`config.mk`:
```
export PLATFORM = sky130hd
export DESIGN_NAME = sbc_cell
export DESIGN_NICKNAME = d
export VERILOG_FILES = /design/src/rtl/core/sbc_pkg.sv /design/src/rtl/core/sbc_cell.sv
export SDC_FILE = /design/constraint.sdc
export NUM_CORES = 1
export LEC_CHECK = 0
export ABC_AREA = 1
export ABC_CLOCK_PERIOD_IN_PS = 21600
export BUFFER_PORTS_ARGS = -buffer_cell sky130_fd_sc_hd__buf_4
export CAP_MARGIN = 20
export CORE_MARGIN = 5
export CORE_UTILIZATION = 53
export DETAILED_ROUTE_END_ITERATION = 6
export HOLD_SLACK_MARGIN = 0.15
export PLACE_DENSITY_LB_ADDON = 0.12
export SLEW_MARGIN = 5
export SYNTH_ARGS = -nofsm -noshare
export SYNTH_HDL_FRONTEND = slang
export SYNTH_SLANG_ARGS = --single-unit
```
`constraint.sdc`:
```
create_clock -name i_clk -period 21.6 [get_ports i_clk]
set_input_delay 2.16 -clock i_clk [delete_from_list [all_inputs] [get_ports i_clk]]
set_output_delay 2.16 -clock i_clk [all_outputs]
set_load 0.01 [all_outputs]
```
`src/rtl/core/sbc_pkg.sv`:
```
// ----------------------------------------------------------------------------
// Sprite box collision table package
// Shared types and constants for the collision table, its cells and channels.
// ----------------------------------------------------------------------------
`default_nettype none

package sbc_pkg;

    // Coordinates inside the block: signed Q15.4 with headroom for the far edge.
    localparam int unsigned COORD_W = 19;
    localparam int unsigned KIND_W  = 4;
    localparam int unsigned MASK_W  = 16;
    localparam int unsigned SLOT_W  = 6;
    localparam int unsigned ACT_W   = 7;
    localparam int unsigned KINDS   = 16;

    localparam logic signed [COORD_W-1:0] ONE_PIXEL = 19'sd16;

    // Item operations.
    localparam logic [1:0] OP_STORE   = 2'd0;
    localparam logic [1:0] OP_COLLIDE = 2'd1;
    localparam logic [1:0] OP_BOUNCE  = 2'd2;

    // Nudge directions of a collide query.
    localparam logic [2:0] NUDGE_RIGHT = 3'd1;
    localparam logic [2:0] NUDGE_LEFT  = 3'd2;
    localparam logic [2:0] NUDGE_DOWN  = 3'd3;
    localparam logic [2:0] NUDGE_UP    = 3'd4;

    // Configuration register indexes.
    localparam logic [1:0] REG_ACTIVE_SLOTS = 2'd0;
    localparam logic [1:0] REG_COLLIDE_MASK = 2'd1;
    localparam logic [1:0] REG_BOUNCE_MASK  = 2'd2;

    typedef struct packed {
        logic [1:0]        op;
        logic [SLOT_W-1:0] slot;
        logic signed [15:0] pos_x;
        logic signed [15:0] pos_y;
        logic signed [15:0] ofs_x;
        logic signed [15:0] ofs_y;
        logic [14:0]       box_w;
        logic [14:0]       box_h;
        logic [KIND_W-1:0] kind_id;
        logic [2:0]        nudge_dir;
    } t_query;

    typedef struct packed {
        logic hit;
    } t_result;

    typedef struct packed {
        logic [1:0]  index;
        logic [15:0] value;
    } t_cfg_wr;

    // Box as held by a cell: edges are precomputed so a test is compares only.
    typedef struct packed {
        logic signed [COORD_W-1:0] left;
        logic signed [COORD_W-1:0] top;
        logic signed [COORD_W-1:0] right;
        logic signed [COORD_W-1:0] bottom;
        logic [KIND_W-1:0]         kind;
        logic                      nonempty;
    } t_box;

    typedef struct packed {
        logic              en;
        logic [SLOT_W-1:0] slot;
        t_box              box;
    } t_wr;

    // Query box broadcast to all cells while the token walks the row.
    typedef struct packed {
        logic signed [COORD_W-1:0] left;
        logic signed [COORD_W-1:0] top;
        logic signed [COORD_W-1:0] right;
        logic signed [COORD_W-1:0] bottom;
        logic [MASK_W-1:0]         mask;
        logic [SLOT_W-1:0]         own_slot;
        logic [ACT_W-1:0]          active;
    } t_qbox;

    typedef struct packed {
        logic valid;
        logic hit;
    } t_token;

endpackage

`default_nettype wire

```
`src/rtl/core/sbc_cell.sv`:
```
// ----------------------------------------------------------------------------
// Collision table cell
// Holds one slot's box and tests it against the query as the token passes.
// ----------------------------------------------------------------------------
`default_nettype none

module sbc_cell #(
    parameter int unsigned IDX = 0
) (
    input  wire logic          i_clk,
    input  wire logic          i_rst_n,
    input  wire sbc_pkg::t_wr    i_wr,
    input  wire sbc_pkg::t_qbox  i_q,
    input  wire sbc_pkg::t_token i_tok,
    output sbc_pkg::t_token    o_tok
);
    // Wide enough for the cell index and for the slot and count fields.
    localparam int unsigned CW = $clog2(IDX + 1) + 8;
    localparam logic [CW-1:0] ID = CW'(IDX);

    sbc_pkg::t_box   r_box;
    sbc_pkg::t_token r_tok;
    logic            eligible;
    logic            overlap;

    always_ff @(posedge i_clk) begin
        if (i_wr.en && (ID == CW'(i_wr.slot))) begin
            r_box <= i_wr.box;
        end
    end

    always_comb begin
        eligible = (ID < CW'(i_q.active)) && (ID != CW'(i_q.own_slot))
                 && i_q.mask[r_box.kind] && r_box.nonempty;
        overlap  = ($signed(i_q.left) < $signed(r_box.right))
                 && ($signed(r_box.left) < $signed(i_q.right))
                 && ($signed(i_q.top) < $signed(r_box.bottom))
                 && ($signed(r_box.top) < $signed(i_q.bottom));
    end

    always_ff @(posedge i_clk) begin
        if (!i_rst_n) begin
            r_tok.valid <= 1'b0;
        end else begin
            r_tok.valid <= i_tok.valid;
        end
        r_tok.hit <= i_tok.hit | (i_tok.valid & eligible & overlap);
    end

    assign o_tok = r_tok;

endmodule

`default_nettype wire

```
==> results.rst <==
.. list-table::
   :header-rows: 1

   * - Metric
     - Value
   * - Status
     - finished, final reports clean
   * - DP HPWL
     - about 9000 um
   * - Wire length reported by the detailed router
     - between 10,000 and 15,000 um
   * - Hold violation count in the final report
     - 0
   * - Via count of the first global-routing pass
     - between 4,000 and 5,000
   * - Post-route antenna net violation count
     - 0
   * - Filler-free cell count of the finished design
     - slightly above 800
   * - TritonCTS clock tree
     - yes
   * - Diode count
     - 0
   * - Top-Level Pins
     - between 150 and 200
   * - Floorplan row count
     - 34
   * - Final-stage net count
     - 973
   * - Seq cells post-synth
     - 83
   * - Final Core Density
     - 75.4%
   * - Via/cell ratio
     - between 4 and 5
   * - Smallest setup slack after layout
     - approximately 18 ns
   * - Hold path endpoint
     - o_tok[0]$_DFF_P_
   * - Max-cap viol count
     - 0
   * - Number of placed instances with taps included
     - 801
   * - Total of endpoints with negative setup slack in the final report
     - 0
   * - FF-to-FF Start
     - r_box[19]$_DFFE_PP_
   * - Share of post-route cells with drive strength above 1
     - slightly above 30%
   * - Max-slew violation count
     - 0
   * - Minimum period implied by the final worst setup slack
     - 3.52 ns
   * - Fraction of the yosys area taken by sequential cells
     - 51.1%
   * - Leakage power
     - roughly 3.5 nW
   * - Ordered cell list for the critical path
     - buf_4 > nor2_1 > nand3b_1 > nor4_2 > buf_4
   * - CP max stage delay
     - around 0.84 ns
   * - Reg2Reg Depth
     - 13
   * - Worst clock skew on the final layout
     - about 0.015 ns
   * - Die Outline Area
     - around 11,000 um^2
   * - Most numerous cell on the critical path
     - buf_4
   * - Length of the first detailed-routing pass in iterations
     - 4
   * - Hold crit path type
     - reg2reg
   * - Worst Hold Path Cells
     - 6
   * - Synthesized netlist cell count
     - around 500
   * - Area overhead of the layout relative to synthesis
     - 37.3%
   * - Maximum vdd drop
     - between 0.04 and 0.05 mV
   * - Number of I/O port buffers
     - ~200
   * - CTS root buf
     - clkbuf_8
   * - Post-cts repair resize count
     - 0
   * - Total negative setup slack
     - 0 ns
   * - Crit Path Category
     - in2reg
   * - Worst flop-to-flop path endpoint
     - o_tok[0]$_DFF_P_
   * - Global-route total usage across every layer
     - between 10% and 20%
   * - Sequential cell area
     - 2470 um^2
   * - Highest Clock Rate
     - roughly 280 MHz
   * - Die height
     - around 110 um
   * - Summed instance area of the synthesized netlist
     - between 4000 and 5000 um^2
   * - Final routed DRC violation total
     - 0
   * - Total number of vias
     - just under 4,000
   * - Unrepaired setup endpoints after global routing
     - false
   * - Initial core utilization
     - between 50 and 60%
   * - Kind of end point of the critical path
     - flip-flop
   * - Number of setup buffers added after CTS
     - 0
   * - Pre-CTS worst setup slack
     - between 15 and 20 ns
   * - Relative slew margins
     - slightly above 30%
   * - Critical path startpoint category
     - input port
   * - Post-Synthesis Net Count
     - between 700 and 800
   * - Largest net degree at the start of global routing
     - between 80 and 90
   * - Clock transition time at the flip-flop clock pins of the worst setup and hold paths
     - approximately 0.090 ns
   * - Area taken by multi-input logic gates
     - around 1900 um^2
   * - Launch instance of the worst min-delay path
     - r_box[0]$_DFFE_PP_
   * - Post-Synthesis Mean Instance Area
     - about 9.7 um^2
   * - Core area
     - 8810 um^2
   * - Arrival time of data at the critical path endpoint
     - roughly 3.5 ns
   * - H-Tree Level Count
     - 3
   * - Number of filler instances in the final layout
     - around 620
   * - Global-route wire length before repair
     - between 15,000 and 20,000 um
   * - CP top delay family
     - buffers and inverters
   * - Number of buffers on the longest clock path
     - 2
   * - Iteration-0 DRC count of the detailed router
     - 118
   * - Avg WL per Cell
     - about 13 um
   * - R2r setup slk
     - approximately 20 ns
   * - Latest clock arrival within the worst-skew pair
     - between 0.3 and 0.4 ns
   * - Post-cts hold buffer count
     - 0
   * - Ratio of total power to cell area
     - between 50 and 60 nW/um^2
   * - Total of warnings raised by yosys
     - 0
   * - Library cells used by synthesis
     - 27
   * - Clock buffer count from CTS
     - 9
   * - Total global routing overflow
     - 0
   * - Actual slew at the worst max-slew pin
     - 1.03 ns
   * - Final Cycle Share
     - approximately 16%
   * - Worst path buffer plus inverter count
     - 2
   * - Critical Path RT
     - 21.56 ns
   * - Max Fanout on Critical Path
     - around 80
   * - Die width
     - around 110 um
   * - Slowest cell on the critical path
     - buf_4
   * - Number of sinks driven by the clock tree
     - 83
   * - Number of antenna violations at the first check in global routing
     - 0
   * - Final GP Congestion
     - 0.802
cell type report:
type	count	area share (%)
Inverter	117	6.61
Clock buffer	10	1.92
Clock inverter	6	0.980
Multi-Input combinational cell	294	28.7
Timing Repair Buffer	199	22.5
Tap cell	108	2.04
Sequential cell	83	37.2
registers in the layout, summed over array words and instances, names as in the netlist:
register,count
o_tok,2
r_box,81
kinds of logic after synthesis:
| logic type | share of synthesized area, % |
|---|---|
| buf+inv | 9.55 |
| fa+ha+maj | 18.6 |
| flops | 51.1 |
| simple gates | 15.8 |
| compound gates | 4.87 |
routing by layer:
layer  GRT usage (%)  wire length [um]
met5               0                 0
met4            5.55               116
met3            5.44               808
met2            36.5              5800
met1            21.9              4230
worst max path at each step:
stage	startpoint	end	slack (ns)	cells after the start
after floorplan	i_wr[86]	r_box[0]$_DFFE_PP_	10.80	1
after global placement	i_wr[81]	r_box[16]$_DFFE_PP_	17.77	5
after detailed placement	i_wr[81]	r_box[16]$_DFFE_PP_	17.70	5
after CTS	i_wr[81]	r_box[12]$_DFFE_PP_	18.07	5
after global routing	i_wr[81]	r_box[5]$_DFFE_PP_	17.97	5
final	i_wr[81]	r_box[38]$_DFFE_PP_	18.08	5
per-stage QoR:
step | hold WS (ns) | power, W | cell area [um^2]
after floorplan | 0.664 | 0.000199 | 4830
after global placement | 0.746 | 0.000230 | 6450
after detailed placement | 0.752 | 0.000232 | 6450
after CTS | 0.753 | 0.000341 | 6640
after global routing | 0.823 | 0.000356 | 6640
final | 0.721 | 0.000338 | 6640
cell usage in the layout, fill, tap and decap left out:
cell type / instances
o21ai_0: 3
nor3b_2: 1
or2_1: 1
ha_1: 72
clkinv_1: 2
inv_1: 116
a21oi_1: 28
o21ai_1: 1
nand2_1: 118
nor2_1: 28
nor2_2: 1
nand4_1: 4
a21o_1: 3
nor4_2: 1
nand3b_1: 2
inv_6: 1
nand3b_2: 1
nand3_2: 1
edfxtp_1: 81
clkbuf_8: 9
nand2_2: 1
nor4_1: 2
nand3_1: 17
clkinvlp_4: 3
dfxtp_1: 2
o21a_1: 1
nand4_2: 1
and2_2: 1
clkbuf_1: 1
o21bai_1: 1
buf_4: 199
o211ai_1: 5
bufinv_16: 1
tightest hold or removal path: stages (launching register included):
cell and delay, ns:
edfxtp_1 0.38, nand3_1 0.10, nor2_1 0.04, nand2_1 0.05
nor2_1 0.04, nand2_1 0.05, nand2_1 0.04
power breakdown:
part	switching, W	internal [W]	total [W]
clock network	0.0000574	0.0000535	0.000111
logic	0.0000181	0.0000315	0.0000496
registers	0.000000399	0.000178	0.000178
synthesized netlist by cell type:
library cell | instances | share of area [%]
nand2_1 | 118 | 9.2
inv_1 | 116 | 9.0
edfxtp_1 | 81 | 50
ha_1 | 72 | 19
a21oi_1 | 28 | 2.9
nor2_1 | 28 | 2.2
nand3_1 | 17 | 1.8
o211ai_1 | 5 | 0.78
nand4_1 | 4 | 0.52
a21o_1 | 3 | 0.47
nor4_1 | 3 | 0.39
o21ai_0 | 3 | 0.31
buf_6 | 2 | 0.47
dfxtp_1 | 2 | 0.83
nand3b_1 | 2 | 0.31
and2_2 | 1 | 0.16
clkinv_1 | 1 | 0.078
nand2_2 | 1 | 0.13
nand3_2 | 1 | 0.21
nand3b_2 | 1 | 0.23
nand4_2 | 1 | 0.26
nor2_2 | 1 | 0.13
nor3b_2 | 1 | 0.26
o21a_1 | 1 | 0.16
o21ai_1 | 1 | 0.10
o21bai_1 | 1 | 0.16
or2_1 | 1 | 0.13
(Power assumes the default switching activity.)
